==> config.mk <==
export PLATFORM = sky130hd
export DESIGN_NAME = flat_json_string_pair_parser
export DESIGN_NICKNAME = d
export VERILOG_FILES = /design/src/hw/rtl/fjsp_pkg.sv /design/src/hw/rtl/fjsp_core.sv /design/src/hw/rtl/fjsp_serializer.sv /design/src/hw/rtl/flat_json_string_pair_parser.sv
export SDC_FILE = /design/constraint.sdc
export NUM_CORES = 1
export LEC_CHECK = 0
export BUFFER_PORTS_ARGS = -buffer_cell sky130_fd_sc_hd__buf_2
export CORE_MARGIN = 1
export CORE_UTILIZATION = 35
export CTS_CLUSTER_SIZE = 12
export DETAILED_ROUTE_END_ITERATION = 8
export PLACE_DENSITY = 0.57
export SKIP_CTS_REPAIR_TIMING = 1
export SYNTH_ARGS = -nofsm -noshare
export SYNTH_HDL_FRONTEND = slang
export SYNTH_SLANG_ARGS = --single-unit
export TNS_END_PERCENT = 10
==> constraint.sdc <==
create_clock -name clk_i -period 8.3 [get_ports clk_i]
set_clock_uncertainty 0.15 [all_clocks]
set_input_delay 0.83 -clock clk_i [delete_from_list [all_inputs] [get_ports clk_i]]
set_output_delay 0.83 -clock clk_i [all_outputs]
set_load 0.02 [all_outputs]
==> src/hw/rtl/fjsp_pkg.sv <==
package fjsp_pkg;

  // Parser phases, one-hot.
  typedef enum logic [10:0] {
    PH_SEEK      = 11'b000_0000_0001,
    PH_BETWEEN   = 11'b000_0000_0010,
    PH_KEY       = 11'b000_0000_0100,
    PH_KEY_ESC   = 11'b000_0000_1000,
    PH_KEY_HEX   = 11'b000_0001_0000,
    PH_AFTER_KEY = 11'b000_0010_0000,
    PH_PRE_VAL   = 11'b000_0100_0000,
    PH_VAL       = 11'b000_1000_0000,
    PH_VAL_ESC   = 11'b001_0000_0000,
    PH_VAL_HEX   = 11'b010_0000_0000,
    PH_DONE      = 11'b100_0000_0000
  } phase_e;

  // Result kinds as seen on the output word.
  typedef enum logic [1:0] {
    KIND_KEY      = 2'd0,
    KIND_VALUE    = 2'd1,
    KIND_PAIR_END = 2'd2,
    KIND_DOC_END  = 2'd3
  } kind_e;

  // One result word, without its run_last flag.
  typedef struct packed {
    kind_e      kind;
    logic [7:0] data;
    logic       kept;
    logic       ok;
  } entry_t;

  // All result words caused by one input byte.
  typedef struct packed {
    logic [2:0]   count;
    entry_t [3:0] ent;
  } bundle_t;

  // Characters the parser looks for.
  localparam logic [7:0] CH_LBRACE = 8'h7B;
  localparam logic [7:0] CH_RBRACE = 8'h7D;
  localparam logic [7:0] CH_QUOTE  = 8'h22;
  localparam logic [7:0] CH_BSLASH = 8'h5C;
  localparam logic [7:0] CH_COLON  = 8'h3A;
  localparam logic [7:0] CH_COMMA  = 8'h2C;
  localparam logic [7:0] CH_LOW_U  = 8'h75;

  // UTF-8 encoding limits and prefixes.
  localparam logic [15:0] Utf1Max  = 16'h007F;
  localparam logic [15:0] Utf2Max  = 16'h07FF;
  localparam logic [7:0]  UtfLead2 = 8'hC0;
  localparam logic [7:0]  UtfLead3 = 8'hE0;
  localparam logic [7:0]  UtfCont  = 8'h80;

  function automatic logic is_ws(input logic [7:0] b);
    return (b == 8'h20) || (b == 8'h09) || (b == 8'h0D) || (b == 8'h0A);
  endfunction

  // Returns {valid, digit value}.
  function automatic logic [4:0] hex_digit(input logic [7:0] b);
    logic [4:0] r;
    r = 5'd0;
    if (b >= 8'h30 && b <= 8'h39) begin
      r = {1'b1, 4'(b - 8'h30)};
    end else if (b >= 8'h61 && b <= 8'h66) begin
      r = {1'b1, 4'(b - 8'h57)};
    end else if (b >= 8'h41 && b <= 8'h46) begin
      r = {1'b1, 4'(b - 8'h37)};
    end
    return r;
  endfunction

  function automatic logic [7:0] unescape(input logic [7:0] b);
    logic [7:0] r;
    case (b)
      8'h62:   r = 8'h08;
      8'h66:   r = 8'h0C;
      8'h6E:   r = 8'h0A;
      8'h72:   r = 8'h0D;
      8'h74:   r = 8'h09;
      default: r = b;
    endcase
    return r;
  endfunction

endpackage

==> src/hw/rtl/fjsp_core.sv <==
module fjsp_core (
  input  logic              clk_i,
  input  logic              rst_ni,
  input  logic              accept_i,
  input  logic [7:0]        in_byte_i,
  input  logic              end_of_text_i,
  output fjsp_pkg::bundle_t bundle_o
);
  import fjsp_pkg::*;

  phase_e      phase_q, phase_d;
  logic [11:0] acc_q, acc_d;
  logic [1:0]  hcnt_q, hcnt_d;
  logic        key_seen_q, key_seen_d;
  logic        val_seen_q, val_seen_d;

  logic [1:0]  str_n;
  logic [7:0]  str_b [3];
  logic        str_val;
  logic        pair_end, pair_kept;
  logic        doc_end, doc_ok;
  logic        active;
  logic [4:0]  hex;
  logic [15:0] cp;
  logic [2:0]  n_pre;

  // Next state and the result words for the byte on the input.
  always_comb begin
    phase_d    = phase_q;
    acc_d      = acc_q;
    hcnt_d     = hcnt_q;
    key_seen_d = key_seen_q;
    val_seen_d = val_seen_q;
    str_n      = 2'd0;
    str_b[0]   = 8'd0;
    str_b[1]   = 8'd0;
    str_b[2]   = 8'd0;
    str_val    = 1'b0;
    pair_end   = 1'b0;
    pair_kept  = 1'b0;
    doc_end    = 1'b0;
    doc_ok     = 1'b0;
    active     = 1'b1;
    hex        = hex_digit(in_byte_i);
    cp         = {acc_q, hex[3:0]};

    unique case (phase_q)
      PH_DONE: begin
        active = 1'b0;
        if (end_of_text_i) begin
          phase_d = PH_SEEK;
        end
      end
      PH_SEEK: begin
        if (in_byte_i == CH_LBRACE) begin
          phase_d = PH_BETWEEN;
        end
      end
      PH_BETWEEN: begin
        if (is_ws(in_byte_i) || in_byte_i == CH_COMMA) begin
          phase_d = PH_BETWEEN;
        end else if (in_byte_i == CH_RBRACE) begin
          doc_end = 1'b1;
          doc_ok  = 1'b1;
        end else if (in_byte_i == CH_QUOTE) begin
          phase_d    = PH_KEY;
          key_seen_d = 1'b0;
          val_seen_d = 1'b0;
        end else begin
          doc_end = 1'b1;
        end
      end
      PH_KEY, PH_VAL: begin
        str_val = (phase_q == PH_VAL);
        if (in_byte_i == CH_QUOTE) begin
          if (str_val) begin
            pair_end  = 1'b1;
            pair_kept = key_seen_q && val_seen_q;
            phase_d   = PH_BETWEEN;
          end else begin
            phase_d = PH_AFTER_KEY;
          end
        end else if (in_byte_i == CH_BSLASH) begin
          phase_d = str_val ? PH_VAL_ESC : PH_KEY_ESC;
        end else begin
          str_n    = 2'd1;
          str_b[0] = in_byte_i;
        end
      end
      PH_KEY_ESC, PH_VAL_ESC: begin
        str_val = (phase_q == PH_VAL_ESC);
        if (in_byte_i == CH_LOW_U) begin
          phase_d = str_val ? PH_VAL_HEX : PH_KEY_HEX;
          hcnt_d  = 2'd0;
          acc_d   = 12'd0;
        end else begin
          str_n    = 2'd1;
          str_b[0] = unescape(in_byte_i);
          phase_d  = str_val ? PH_VAL : PH_KEY;
        end
      end
      PH_KEY_HEX, PH_VAL_HEX: begin
        str_val = (phase_q == PH_VAL_HEX);
        if (!hex[4]) begin
          doc_end = 1'b1;
        end else if (hcnt_q == 2'd3) begin
          // Fourth digit: encode the code point as UTF-8.
          if (cp <= Utf1Max) begin
            str_n    = 2'd1;
            str_b[0] = cp[7:0];
          end else if (cp <= Utf2Max) begin
            str_n    = 2'd2;
            str_b[0] = UtfLead2 | {3'd0, cp[10:6]};
            str_b[1] = UtfCont | {2'd0, cp[5:0]};
          end else begin
            str_n    = 2'd3;
            str_b[0] = UtfLead3 | {4'd0, cp[15:12]};
            str_b[1] = UtfCont | {2'd0, cp[11:6]};
            str_b[2] = UtfCont | {2'd0, cp[5:0]};
          end
          acc_d   = 12'd0;
          hcnt_d  = 2'd0;
          phase_d = str_val ? PH_VAL : PH_KEY;
        end else begin
          acc_d  = cp[11:0];
          hcnt_d = hcnt_q + 2'd1;
        end
      end
      PH_AFTER_KEY: begin
        if (in_byte_i == CH_COLON) begin
          phase_d = PH_PRE_VAL;
        end else if (!is_ws(in_byte_i)) begin
          doc_end = 1'b1;
        end
      end
      PH_PRE_VAL: begin
        if (in_byte_i == CH_QUOTE) begin
          phase_d = PH_VAL;
        end else if (!is_ws(in_byte_i)) begin
          doc_end = 1'b1;
        end
      end
      default: begin
        phase_d = PH_SEEK;
        if (in_byte_i == CH_LBRACE) begin
          phase_d = PH_BETWEEN;
        end
      end
    endcase

    // Any emitted string byte marks its string as non-empty.
    if (str_n != 2'd0) begin
      if (str_val) begin
        val_seen_d = 1'b1;
      end else begin
        key_seen_d = 1'b1;
      end
    end

    // End of text closes the document; it succeeds only between pairs.
    if (active && !doc_end && end_of_text_i) begin
      doc_end = 1'b1;
      doc_ok  = (phase_d == PH_BETWEEN);
    end

    if (doc_end) begin
      phase_d    = end_of_text_i ? PH_SEEK : PH_DONE;
      acc_d      = 12'd0;
      hcnt_d     = 2'd0;
      key_seen_d = 1'b0;
      val_seen_d = 1'b0;
    end
  end

  // Pack string bytes, then the pair end, then the document end.
  always_comb begin
    n_pre = {1'b0, str_n} + {2'd0, pair_end};
    bundle_o.count = n_pre + {2'd0, doc_end};
    for (int i = 0; i < 4; i++) begin
      bundle_o.ent[i] = '{kind: KIND_KEY, data: 8'd0, kept: 1'b0, ok: 1'b0};
      if (3'(i) < {1'b0, str_n}) begin
        bundle_o.ent[i].kind = str_val ? KIND_VALUE : KIND_KEY;
        bundle_o.ent[i].data = str_b[i % 3];
      end else if (pair_end && i == 0) begin
        bundle_o.ent[i].kind = KIND_PAIR_END;
        bundle_o.ent[i].kept = pair_kept;
      end else if (doc_end && 3'(i) == n_pre) begin
        bundle_o.ent[i].kind = KIND_DOC_END;
        bundle_o.ent[i].ok   = doc_ok;
      end
    end
  end

  // Parser state advances on each accepted byte.
  always_ff @(posedge clk_i or negedge rst_ni) begin
    if (!rst_ni) begin
      phase_q    <= PH_SEEK;
      acc_q      <= 12'd0;
      hcnt_q     <= 2'd0;
      key_seen_q <= 1'b0;
      val_seen_q <= 1'b0;
    end else if (accept_i) begin
      phase_q    <= phase_d;
      acc_q      <= acc_d;
      hcnt_q     <= hcnt_d;
      key_seen_q <= key_seen_d;
      val_seen_q <= val_seen_d;
    end
  end

endmodule

==> src/hw/rtl/fjsp_serializer.sv <==
module fjsp_serializer (
  input  logic              clk_i,
  input  logic              rst_ni,
  input  logic              load_i,
  input  fjsp_pkg::bundle_t bundle_i,
  input  logic              out_stall_i,
  output logic              out_valid_o,
  output fjsp_pkg::entry_t  entry_o,
  output logic              run_last_o,
  output logic              can_load_o
);
  import fjsp_pkg::*;

  entry_t [3:0] ent_q;
  logic [2:0]   count_q, count_d;
  logic [1:0]   pos_q, pos_d;
  logic         last;
  logic         taken;

  assign out_valid_o = (count_q != 3'd0);
  assign last        = (({1'b0, pos_q} + 3'd1) == count_q);
  assign taken       = out_valid_o && !out_stall_i;
  assign entry_o     = ent_q[pos_q];
  assign run_last_o  = last;
  // The buffer takes a new bundle when empty or when its last word leaves now.
  assign can_load_o  = !out_valid_o || (last && taken);

  // Step through the held words, one per output handshake.
  always_comb begin
    count_d = count_q;
    pos_d   = pos_q;
    if (taken) begin
      if (last) begin
        count_d = 3'd0;
        pos_d   = 2'd0;
      end else begin
        pos_d = pos_q + 2'd1;
      end
    end
    if (load_i) begin
      count_d = bundle_i.count;
      pos_d   = 2'd0;
    end
  end

  always_ff @(posedge clk_i or negedge rst_ni) begin
    if (!rst_ni) begin
      count_q <= 3'd0;
      pos_q   <= 2'd0;
    end else begin
      count_q <= count_d;
      pos_q   <= pos_d;
    end
  end

  // Result words carry no reset.
  always_ff @(posedge clk_i) begin
    if (load_i) begin
      ent_q <= bundle_i.ent;
    end
  end

endmodule

==> src/hw/rtl/flat_json_string_pair_parser.sv <==
// Channel  Direction  Handshake             Word
// input    in         in_valid_i/in_stall_o  in_byte_i, end_of_text_i
// output   out        out_valid_o/out_stall_i kind_o, out_byte_o, pair_kept_o,
//                                            doc_ok_o, run_last_o
//
// One byte is accepted per cycle when in_stall_o is low; its results appear
// the next cycle. A byte yields k words (k is 0 to 4), which the output
// buffer hands out one per cycle unless stalled; a \u escape yields up to 4.
// Reset puts the parser in the seek-for-brace phase with an empty buffer.
// in_stall_o is high while the buffer holds words that do not all leave this
// cycle; a stall on the output backs up into the input this way.
module flat_json_string_pair_parser (
  input  logic       clk_i,
  input  logic       rst_ni,
  input  logic       in_valid_i,
  output logic       in_stall_o,
  input  logic [7:0] in_byte_i,
  input  logic       end_of_text_i,
  output logic       out_valid_o,
  input  logic       out_stall_i,
  output logic [1:0] kind_o,
  output logic [7:0] out_byte_o,
  output logic       pair_kept_o,
  output logic       doc_ok_o,
  output logic       run_last_o
);
  import fjsp_pkg::*;

  bundle_t bundle;
  entry_t  entry;
  logic    accept;
  logic    can_load;

  assign in_stall_o = !can_load;
  assign accept     = in_valid_i && can_load;

  // Parser state and per-byte decode.
  fjsp_core u_core (
    .clk_i         (clk_i),
    .rst_ni        (rst_ni),
    .accept_i      (accept),
    .in_byte_i     (in_byte_i),
    .end_of_text_i (end_of_text_i),
    .bundle_o      (bundle)
  );

  // Result buffer that hands out one word per cycle unless the output stalls.
  fjsp_serializer u_serializer (
    .clk_i       (clk_i),
    .rst_ni      (rst_ni),
    .load_i      (accept && (bundle.count != 3'd0)),
    .bundle_i    (bundle),
    .out_stall_i (out_stall_i),
    .out_valid_o (out_valid_o),
    .entry_o     (entry),
    .run_last_o  (run_last_o),
    .can_load_o  (can_load)
  );

  assign kind_o      = entry.kind;
  assign out_byte_o  = entry.data;
  assign pair_kept_o = entry.kept;
  assign doc_ok_o    = entry.ok;

endmodule

---- Word-level counts from Yosys, hierarchy flattened ----
Index checks and enable logic that the tools add are counted.
cells by class
  add/subtract/negate cells ............... 8
  $lt $le $gt $ge ......................... 12
  equal/unequal tests ..................... 35
  muxes and demuxes ....................... 102
  bitwise gates (word level) .............. 12
  reduce and logical (&&, ||, !) cells .... 42
operators by type and width
  cell                                                                                 number
  11-bit 2-to-1 mux                                                                    14
  11-bit one-hot mux with 8 select lines                                               1
  8-bit by 7-bit equality test with 1-bit output (second input constant)               9
  12-bit 2-to-1 mux                                                                    5
  8-bit 2-to-1 mux                                                                     7
  24-bit 2-to-1 mux                                                                    2
  2-bit 2-to-1 mux                                                                     20
  8-bit one-hot mux with 5 select lines                                                1
  1-bit 2-to-1 mux                                                                     34
  8-bit by 6-bit equality test with 1-bit output (second input constant)               4
  12-bit binary-select mux with 2-bit select                                           1
  8-bit by 4-bit equality test with 1-bit output (second input constant)               3
  12-bit one-hot mux with 2 select lines                                               1
  8-bit one-hot mux with 3 select lines                                                1
  11-bit by 2-bit equality test with 1-bit output (second input constant)              2
  8-bit by 7-bit >= comparator with 1-bit output (second input constant)               2
  16-bit by 11-bit less-or-equal comparator with 1-bit output (second input constant)  1
  16-bit by 7-bit less-or-equal comparator with 1-bit output (second input constant)   1
  8-bit by 7-bit less-or-equal comparator with 1-bit output (second input constant)    2
  16-bit 2-to-1 mux                                                                    1
  5-bit 2-to-1 mux                                                                     3
  5-bit OR reduction                                                                   3
  1-bit logical AND                                                                    14
  14-bit 2-to-1 mux                                                                    1
  other kinds (45)                                                                     78
word-level totals
  register bits ........................... 69
  bits of input ports ..................... 13
  output and inout bits ................... 15
  word-level logic and storage cells ...... 231

---- Longest topological paths before layout ----
Gate-level depths: netlist of run 1.
  depth after elaboration ................. 17
  depth in mapped cells ................... 15
  depth with buffers taken out ............ 14

---- Cells and area by module ----
Synthesis of run 1 repeated with hierarchy kept, for this count alone.
second synthesis, totals
  cells, all modules ...................... 499
  area total of the unflattened synthesis .. 5027.3 um^2
modules (own cells, without submodules)
  module                        instances  cells each  area each (um^2)  sequential area each (um^2)
  fjsp_core                     1          402         2965.3            676.9
  fjsp_serializer               1          94          2042.0            1566.5
  flat_json_string_pair_parser  1          3           20.0              0.0

---- Worst setup path after synthesis of run 1 ----
No wires, ideal clock.
  kind .................................... in2reg
  from .................................... input port in_byte_i[0]
  to ...................................... register u_serializer.count_q[0]
  library setup time ...................... 0.121 ns
  arrival time ............................ 5.614 ns
  slack ................................... 2.415 ns
  stages .................................. 14
  buffers on the path ..................... 2
  cell sequence ........................... inv_1 -> ha_1 -> o21bai_1 -> a2111oi_2 -> nor3_1 -> or4_4 -> buf_6 -> buf_2 -> ha_1 -> fa_1 -> nor3_1 -> nor2_1 -> nor2_1 -> a22o_1
between the ends
  longest elaborated chain between the ends .. 17
  elaborated cells between the ends (all ways) .. 61
ends and longest elaborated chain
  element                                                                                                                             line                                text
  start: declaration                                                                                                                  flat_json_string_pair_parser.sv:17  input logic [7:0] in_byte_i,
  8-bit by 7-bit >= comparator with 1-bit output / 8-bit by 7-bit less-or-equal comparator with 1-bit output (equally long branches)  fjsp_pkg.sv:68                      end else if (b >= 8'h41 && b <= 8'h46) begin
  1-bit logical AND                                                                                                                   fjsp_pkg.sv:68
  5-bit 2-to-1 mux                                                                                                                    fjsp_pkg.sv:68
  5-bit 2-to-1 mux                                                                                                                    fjsp_pkg.sv:66                      end else if (b >= 8'h61 && b <= 8'h66) begin
  5-bit 2-to-1 mux                                                                                                                    fjsp_pkg.sv:64                      if (b >= 8'h30 && b <= 8'h39) begin
  16-bit by 11-bit less-or-equal comparator with 1-bit output                                                                         fjsp_core.sv:111                    end else if (cp <= Utf2Max) begin
  1-bit 2-to-1 mux                                                                                                                    fjsp_core.sv:111
  2-bit 2-to-1 mux                                                                                                                    fjsp_core.sv:108                    if (cp <= Utf1Max) begin
  2-bit 2-to-1 mux                                                                                                                    fjsp_core.sv:106                    end else if (hcnt_q == 2'd3) begin
  2-bit 2-to-1 mux                                                                                                                    fjsp_core.sv:104                    if (!hex[4]) begin
  2-bit one-hot mux with 3 select lines                                                                                               fjsp_core.sv:47                     unique case (phase_q)
  2-bit by 1-bit adder with 3-bit output                                                                                              fjsp_core.sv:177                    n_pre = {1'b0, str_n} + {2'd0, pair_end};
  3-bit by 1-bit adder with 3-bit output *                                                                                            fjsp_core.sv:178                    bundle_o.count = n_pre + {2'd0, doc_end};
  3-bit nonzero test                                                                                                                  flat_json_string_pair_parser.sv:51  .load_i (accept && (bundle.count != 3'd0)),
  1-bit logical AND                                                                                                                   flat_json_string_pair_parser.sv:51
  2-bit nonzero test (no source line)                                                                                                 --
  2-bit AND reduction (no source line)                                                                                                --
  end signal: assignment                                                                                                              fjsp_serializer.sv:51               count_q <= count_d;
  end: declaration                                                                                                                    fjsp_serializer.sv:15               logic [2:0] count_q, count_d;
Every way passes the cells marked *; elsewhere a longest branch is shown, timed or not.
A chain may end at the register's enable or synchronous reset.

---- Worst setup path after layout of run 1 ----
  from .................................... input port in_byte_i[0]
  to ...................................... register u_serializer.count_q[2]
The elaborated chain is that of the path after synthesis.

==> results.cfg, run 1 <==
[power_and_ir_drop]
ir_drop_mv = 0.0986
swShare_pct = 35.4
leakagePower_nw = 1.92
power_density_mw_per_mm2 = 270
power_frac_clock_pct = 32.5
p_int_mw = 0.824
fin_total_pwr_mw = 1.28
switching_power_mw = 0.452
pwr-share-seq_pct = 36.6
power.share.combinational_pct = 30.9

[finish]
nets = 478
stdcell_count = 604
seqCellArea_mm2 = 0.00182
diodes = 0
fillCellCount = 1103
drive_gt1_share_pct = 13.4
area_delta_synth_final_pct = 13.7
multi_input_comb_area_mm2 = 0.00220

[timing]
fmax_mhz = 213
worst_slew_pin_slew_ns = 0.976
slew_headroom_pct = 34.5
fin_tns_setup_ns = 0
rsz0062_at_grt = no
min_period_ns = 4.70
holdWs_ns = 0.345
hold_violations = 0
setup_viol = 0
fin_crit_sh_pct = 56.6
slew_viol_final = 0

[clocking]
clock_path_buffers = 2
numClockSinks = 66
cts_buffers = 9
clock_latency_ns = 0.33
htreeDepth = 3
cts_tree = done
root_buffer = clkbuf_16
path_clk_slew_ns = 0.06

[logic_synthesis]
yosys.cell_count.top_type = o21ai_0
synth_top_area_share_pct = 24.6
synth_top_area_cell = edfxtp_1
synth_cell_types = 60
synth.area.top_cells = edfxtp_1 (25%), dfrtp_1 (19%), o21ai_0 (4.7%)
syn_area_per_cell_um2 = 9.55
synth_area_mm2 = 0.00415
async_reset_ff_share_pct = 48.5
yosysWarningCount = 0
seq_area_frac_synth_pct = 43.9
synth_edf_count = 34
syn_inst = 435
ys.flop_type = edfxtp_1
synth.cells.most_frequent = o21ai_0 (39), nand2_1 (37), edfxtp_1 (34), nor2_1 (34), dfrtp_1 (31)
ys_ff_latch = 66

[worst_setup_path]
critical_path.cell_chain = buf_2, inv_1, ha_1, o21bai_1, a2111oi_2, nor3_1, or4_4, ha_1, fa_1, nor3_1, nor2_2, buf_4, nor2_1, a22o_1
worst_path_max_delay_cell = a2111oi_2
path_class = in -> reg
worstPathArrival_ns = 4.76
slowest_delay_ns = 0.75
required_ns = 8.37
crit_fanout = 37
cp-end-kind = flop
crit_path_start_kind = primary input

[run]
cap_viol_max_count = 0

[place]
dp.cells = 588
portBuffers = 27
gp_congestion = 0.901
dp_hpwl_um = 8190

[outcome]
violations = DRC
status = finished with violations

[route]
drc = 9
wl_per_cell_um = 17.8
firstDrtPassIters = 7
drt-initial-drc-count = 352
routed_wl_um = 10800
viasPerCell = 5.74
vias = 3467
ant_nets = 0

[floorplanning]
ios = 28
initial_core_util_pct = 36.1
rows = 39
core_area_mm2 = 0.0115
dieArea_mm2 = 0.0123
die_w_um = 111
die_h_um = 111

[global_routing]
grt_use_total_pct = 18.6
grt_max_degree = 38
antenna_found_initial = 0
grt_pass1_vias = 3309
grt-ovfl-total = 0
grt_pass1_wl_um = 17900

[worst_hold_path]
hp-class = reg -> reg
## power groups by stage
stage | Sequential, mW | Clock [mW] | Combinational (mW)
finish | 0.467 | 0.415 | 0.394
global route | 0.479 | 0.436 | 0.436
CTS | 0.470 | 0.421 | 0.398
detailed placement | 0.476 | 0 | 0.397
global placement | 0.474 | 0 | 0.396
floorplan | 0.443 | 0 | 0.310
## path summary, 6_finish.rpt
| check | startpoint | end | slack, ns | cells after the start |
|---|---|---|---|---|
| min in group asynchronous | rst_ni | u_serializer.pos_q[1] | 0.41 | 1 |
| worst min register to register | u_core.key_seen_q | u_core.key_seen_q | 0.35 | 1 |
| worst min-delay path | u_core.key_seen_q | u_core.key_seen_q | 0.35 | 1 |
| worst max-delay path | in_byte_i[0] | u_serializer.count_q[2] | 3.60 | 14 |
| worst max register to register | u_core.phase_q[6] | u_serializer.count_q[2] | 3.98 | 13 |
| max in group asynchronous | rst_ni | u_core.acc_q[10] | 7.10 | 1 |
## cell usage in the layout (no fill, tap or decap), types with 3 or more instances in the layout
cell type / synthesis / final
nor2b_1: 11 / 11
nand3b_1: 3 / 3
o2bb2ai_1: 4 / 4
nor3b_1: 6 / 6
a21o_1: 4 / 4
and3_1: 7 / 7
ha_1: 8 / 8
dfrtp_1: 31 / 31
nor3_1: 15 / 15
nand3_1: 13 / 13
xor2_1: 4 / 4
nand4_1: 12 / 12
and4_1: 3 / 3
edfxtp_1: 34 / 34
clkbuf_16: 0 / 9
or3_1: 3 / 3
mux2i_1: 8 / 8
o21bai_1: 3 / 3
or2_2: 3 / 3
and2_1: 4 / 4
xnor2_1: 3 / 3
o31ai_1: 6 / 6
mux4_2: 3 / 3
or4_1: 3 / 3
a21oi_1: 27 / 27
inv_1: 15 / 15
nor2_1: 34 / 33
a211oi_1: 5 / 5
nor4_1: 7 / 7
o2111ai_1: 3 / 3
nand2_1: 37 / 37
nand2b_1: 11 / 11
a22o_1: 15 / 15
o21ai_0: 39 / 39
buf_2: 4 / 27
## worst max-delay path: cells and delay by family
kind	cells	cell delay (ns)
buffers and inverters	3	0.65
and+or+nand+nor	5	1.09
AOI/OAI and AO/OA	3	1.07
adders and majority gates	3	1.11
## cell families after synthesis
kind of cell               count (synthesis)  share of synthesized area (%)
buffers and inverters                     34                           3.37
other                                      1                         0.0903
adders and majority gates                  9                           2.89
DFF                                       66                           43.9
and+or+nand+nor                          183                           25.1
muxes                                     12                           3.83
AOI/OAI and AO/OA                        123                           19.4
xor gates and xnor gates                   7                           1.48
## state kept, by name (all words and copies together) (netlist names)
name / flops
u_core.phase_q: 11
u_serializer.count_q: 3
u_serializer.ent_q: 34
u_core.key_seen_q: 1
u_serializer.pos_q: 2
u_core.val_seen_q: 1
u_core.hcnt_q: 2
u_core.acc_q: 12
## final cells by class
type / count / share of cell area [%]
Clock buffer: 9 / 4.77
Clock inverter: 7 / 2.12
Inverter: 15 / 1.19
Multi-Input combinational cell: 336 / 46.5
Sequential cell: 66 / 38.6
Tap cell: 143 / 3.79
Timing Repair Buffer: 28 / 3.02
## metrics by stage
| stage | setup slack [ns] | area, um^2 | utilization [%] |
|---|---|---|---|
| floorplan | 2.41 | 4160 | - |
| global placement | 3.34 | 4400 | 38.2 |
| detailed placement | 3.26 | 4400 | 38.2 |
| CTS | 3.61 | 4720 | 41.0 |
| global route | 3.26 | 4720 | 41.0 |
| finish | 3.60 | 4720 | 41.0 |
## per-layer routing
| metal | vias up | global-route usage, % | part of all wire [%] |
|---|---|---|---|
| met5 | - | 0 | 0 |
| met4 | 0 | 5.11 | 1.4 |
| met3 | 14 | 3.77 | 4.5 |
| met2 | 95 | 29.1 | 46 |
| met1 | 1668 | 26.0 | 48 |
| li1 | 1690 | - | - |
Note: power is estimated with default switching activity, not from simulation.
==> run 2: changes to the inputs <==
ABC_AREA = 1   (was not set)
clock period = 4.5 ns   (was 8.3 ns; I/O delays follow)
==> run 2 against run 1 <==
Effect of this change: the run now ends clean; clock-buffer cell count increased by 1; flip-flop and latch count unchanged; critical path type is now reg -> reg; area after synthesis increased by 9.2%; sequential share of layout area decreased by 2.9 points; critical endpoint is now u_serializer.ent_q[28]; worst setup slack got worse by 2.7 ns; combinational power increased by 75%.
==> results.cfg, run 2 <==
[timing]
rsz0062_at_grt = no
fmax_mhz = 280
min_period_ns = 3.57
fin_tns_setup_ns = 0
setup_viol = 0
fin_crit_sh_pct = 79.3
setup_slack_ns = 0.930
hold_violations = 0
worst_slew_pin_slew_ns = 0.809
slew_headroom_pct = 46.0
slew_viol_final = 0

[run]
cap_viol_max_count = 0

[global_routing]
grt_pass1_vias = 3857
top_usage_layer = met2
antenna_found_initial = 0
grt_use_total_pct = 19.7
grt.met3_usage_pct = 4.18
grt-ovfl-total = 0
gr-usage-met1_pct = 25.7
met2_usage_pct = 30.8
grt_pass1_wl_um = 19700
grt_max_degree = 35

[place]
dp_slack_ns = 0.595
gp_congestion = 0.915
dp_hpwl_um = 9470
dp.cells = 800
portBuffers = 27
dpl_cell_area_mm2 = 0.00480

[worst_setup_path]
worst_path_most_repeated_cell = nand2_1
critPathTopFamily = simple AND/OR/NAND/NOR gates
worst_path_max_delay_cell = dfrtp_1
required_ns = 4.40
path_class = reg -> reg
slowest_delay_ns = 0.42
crit_path_start_kind = flop
worst-path-buf-inv = 4
critical_path.cell_chain = inv_1, nand2_1, nor3_1, nand2_1, nand2_2, nand2_1, nand2_1, inv_2, nand3_2, ha_1, fa_1, or3_1, nand2_1, inv_1, buf_4
worstPathArrival_ns = 3.47
cp-end-kind = flop
crit_fanout = 34

[floorplanning]
core_area_mm2 = 0.0126
initial_core_util_pct = 35.9
die_w_um = 116
dieArea_mm2 = 0.0134
ios = 28
die_h_um = 116
rows = 41

[power_and_ir_drop]
p_int_mw = 1.43
power.share.combinational_pct = 30.8
power_frac_clock_pct = 33.1
swShare_pct = 36.1
switching_power_mw = 0.809
power_density_mw_per_mm2 = 439
ir_drop_mv = 0.163
leakagePower_nw = 2.38
pwr-share-seq_pct = 36.1

[finish]
diodes = 0
stdcell_area_mm2 = 0.00511
nets = 661
area_delta_synth_final_pct = 12.7
final_common_cell = nand2_1
largest_reg_flops = 34
final_cell_mix = nand2_1 (151), nor2_1 (75), inv_1 (68)
stdcell_count = 816
fin_util_pct = 40.5
drive_gt1_share_pct = 15.1
reg_top3 = u_serializer.ent_q (34), u_core.acc_q (12), u_core.phase_q (11)
largest-register = u_serializer.ent_q

[logic_synthesis]
yosys.cell_count.top_type = nand2_1
synth_edf_count = 34
synthAdderAreaFrac_pct = 2.65
synth_cell_types = 42
synth_top_family_by_area = simple AND/OR/NAND/NOR gates
async_reset_ff_share_pct = 48.5
synth_top_area_cell = edfxtp_1
yosysWarningCount = 0
ys_ff_latch = 66
synth.cells.most_frequent = nand2_1 (151), nor2_1 (75), inv_1 (68)
synth_compound_area_share_pct = 9.27
syn_area_per_cell_um2 = 7.39
ys.flop_type = edfxtp_1
seq_area_frac_synth_pct = 40.2
synthXorXnorAreaFrac_pct = 0.579
synth_mux_area_share_pct = 0
synth_area_mm2 = 0.00454
synth.area.top_cells = edfxtp_1 (23%), dfrtp_1 (17%), nand2_1 (12%)
syn_inst = 614
synth-simple-area-share_pct = 38.1
synth_top_area_share_pct = 22.5

[route]
viasPerCell = 5.16
wl_per_cell_um = 15.2
ant_nets = 0
vias = 4211
drt-initial-drc-count = 295
routed_wl_um = 12400
firstDrtPassIters = 5
drc = 0

[clocking]
clock_latency_ns = 0.34
cts_buffers = 9
htreeDepth = 3
path_clk_slew_ns = 0.06
root_buffer = clkbuf_16
cts_tree = done
numClockSinks = 66
clock_path_buffers = 2

[worst_hold_path]
hp-class = in -> async

[outcome]
status = finished, final reports clean
[run 2: cell types whose count changed after synthesis, moves of 15 or more]
cell	delta
nand2_1	+114
inv_1	+53
nor2_1	+41
nand3_1	+34
nand4_1	+17
a22o_1	-15
[run 2: logic make-up (layout without fill, tap and decap cells)]
family	count (synthesis)	count (layout)
xor gates and xnor gates	3	3
and+or+nand+nor	364	364
AOI/OAI and AO/OA	74	74
other	1	2
DFF	66	66
buffers and inverters	97	126
adders and majority gates	9	9
[run 2: worst register-to-register path, stage by stage (launching register included)]
cell	delay, ns
dfrtp_1	0.42
inv_1	0.10
nand2_1	0.08
nor3_1	0.31
nand2_1	0.22
nand2_2	0.20
nand2_1	0.11
nand2_1	0.10
inv_2	0.05
nand3_2	0.09
ha_1	0.19
fa_1	0.41
or3_1	0.37
nand2_1	0.13
inv_1	0.07
buf_4	0.26
[run 2: power by group through the flow]
stage	clock, mW	sequential (mW)	combinational, mW
floorplan	0	0.791	0.541
global placement	0	0.821	0.694
detailed placement	0	0.823	0.700
CTS	0.758	0.812	0.700
global route	0.785	0.820	0.768
finish	0.741	0.810	0.691
[run 2: metrics by stage]
step,power (mW),hold slack [ns]
after floorplan,1.33,0.00441
after CTS,2.27,0.0744
after detailed placement,1.52,0.318
after global routing,2.37,0.108
final,2.24,0.0470
after global placement,1.51,0.313
[run 2: final cells by class]
class                           count  area, um^2
Timing Repair Buffer               29         150
Multi-Input combinational cell    452        2300
Clock buffer                       10         229
Inverter                           81         310
Fill cell                        1327        7510
Clock inverter                      6        81.3
Tap cell                          172         215
Sequential cell                    66        1820
[run 2: final timing paths]
kind	startpoint	to	slack (ns)	depth (start not counted)
max	u_core.phase_q[4]	u_serializer.ent_q[28]	0.93	15
min	rst_ni	u_serializer.pos_q[1]	0.05	1
max reg2reg	u_core.phase_q[4]	u_serializer.ent_q[28]	0.93	15
min reg2reg	u_core.acc_q[7]	u_core.acc_q[7]	0.33	2
max in group asynchronous	rst_ni	u_core.acc_q[7]	3.64	1
min in group clk_i	end_of_text_i	u_core.phase_q[10]	0.28	4
[run 2: metal layers]
metal,part of all wire [%],wire length (um),vias up
li1,-,-,2085
met4,2.9,359,0
met5,0,0,-
met2,45,5640,142
met3,5.3,653,23
met1,47,5780,1961
==> run 3: changes to the inputs <==
PLACE_DENSITY = 0.59   (was 0.57)
clock period = 2.9 ns   (was 4.5 ns; I/O delays follow)
==> run 3 against run 2 <==
Effect of this change: the run now ends with setup timing left; wire length rose by 5.5%; non-clock buffer count up 92; core utilization increased by 6.6 points; combinational power increased by 90%; worst hold slack gained 0.094 ns; clock-buffer cell count decreased by 1; die area unchanged; cell count grew 11%; critical path type unchanged.
==> results.cfg, run 3 (same netlist as run 2, synthesis figures left out) <==
[clocking]
cts_buffers = 9
clock_path_buffers = 2
htreeDepth = 3
clock_latency_ns = 0.34
root_buffer = clkbuf_16
cts_tree = done
path_clk_slew_ns = 0.06
numClockSinks = 66

[route]
ant_nets = 0
vias = 4464
drc = 0
routed_wl_um = 13100
drt-initial-drc-count = 451
wl_per_cell_um = 14.4
viasPerCell = 4.92
firstDrtPassIters = 5

[worst_setup_path]
critical_path.cell_chain = nor2_1, nand2_2, nor2_4, nand2_2, nand2_4, nand4_1, nand3_4, ha_4, fa_1, or3_1, nand2_2, clkinvlp_4, buf_12
crit_path_start_kind = flop
worst_path_most_repeated_cell = nand2_2
slowest_delay_ns = 0.41
worstPathArrival_ns = 3.00
crit_fanout = 34
required_ns = 2.84
path_class = reg -> reg
worst_path_max_delay_cell = dfrtp_1
cp-end-kind = flop

[finish]
reg_top3 = u_serializer.ent_q (34), u_core.acc_q (12), u_core.phase_q (11)
final_common_cell = nand2_1
stdcell_count = 908
largest_reg_flops = 34
largest-register = u_serializer.ent_q
diodes = 0
fillCellCount = 1272
final_cell_mix = nand2_1 (142), buf_4 (92), nor2_1 (72)
nets = 753
area_delta_synth_final_pct = 31.0
drive_gt1_share_pct = 29.1
seqCellArea_mm2 = 0.00182
multi_input_comb_area_mm2 = 0.00243
fin_util_pct = 47.1

[place]
dp.cells = 890
dp_hpwl_um = 10400
dp_slack_ns = -0.360
gp_congestion = 0.903
portBuffers = 27

[timing]
fmax_mhz = 326
hold_violations = 0
setup_viol = 39
fin_crit_sh_pct = 106
worst_slew_pin_slew_ns = 0.756
rsz0062_at_grt = yes
slew_viol_final = 0
fin_tns_setup_ns = -5.59
min_period_ns = 3.06
slew_headroom_pct = 49.6
setup_slack_ns = -0.165
holdWs_ns = 0.141

[floorplanning]
rows = 41
initial_core_util_pct = 35.9
core_area_mm2 = 0.0126
die_w_um = 116
dieArea_mm2 = 0.0134
die_h_um = 116
ios = 28

[global_routing]
grt_pass1_vias = 4296
grt_use_total_pct = 20.9
grt_pass1_wl_um = 21300
antenna_found_initial = 0
grt_max_degree = 35
grt-ovfl-total = 0

[outcome]
status = finished with violations
violations = setup timing

[run]
cap_viol_max_count = 0

[worst_hold_path]
hp-class = in -> reg

[power_and_ir_drop]
power_density_mw_per_mm2 = 611
ir_drop_mv = 0.299
leakagePower_nw = 2.82
==> run 3: report_power, final <==
part / total (mW) / internal, mW / switching [mW]
combinational: 1.31 / 0.444 / 0.863
sequential: 1.21 / 1.16 / 0.0494
clock: 1.12 / 0.671 / 0.445
total: 3.63 / 2.27 / 1.36
==> run 3: cell type report <==
class	count	share of cell area (%)
flip-flops and latches	66	30.7
multi-input cells	452	40.9
clock buffers	9	3.79
well taps	172	3.62
inverters	81	5.35
clock inverters	7	1.28
repair buffers	121	14.4
==> run 3: worst max-delay path: cells and delay by family (launching register included) <==
family                     cells  cell delay, ns
and+or+nand+nor                9            1.38
buffers and inverters          2            0.31
adders and majority gates      2            0.54
DFF                            1            0.41
==> run 3: path summary, 6_finish.rpt <==
kind	startpoint	endpoint	slack, ns	depth (start not counted)
max	u_core.phase_q[6]	u_serializer.ent_q[18]	-0.16	13
min	end_of_text_i	u_core.phase_q[10]	0.14	4
max reg2reg	u_core.phase_q[6]	u_serializer.ent_q[18]	-0.16	13
min reg2reg	u_core.acc_q[7]	u_core.acc_q[7]	0.33	2
max in group asynchronous	rst_ni	u_core.acc_q[7]	1.70	2
min in group asynchronous	rst_ni	u_serializer.pos_q[0]	0.40	2
==> run 3: metal layers <==
layer	track usage, %	vias up	share of wire, %	wire length, um
met2	35.6	121	47	6170
met3	3.82	17	3.9	514
li1	-	2276	-	-
met4	5.47	0	1.7	223
met1	27.4	2050	47	6200
met5	0	-	0	0
==> run 3: per-stage QoR <==
stage          area, um^2  power [mW]
2_1_floorplan        4650        2.09
3_3_place_gp         5600        2.51
3_5_place_dp         5600        2.52
4_1_cts              5900        3.65
5_1_grt              5940        3.84
6_report             5940        3.63
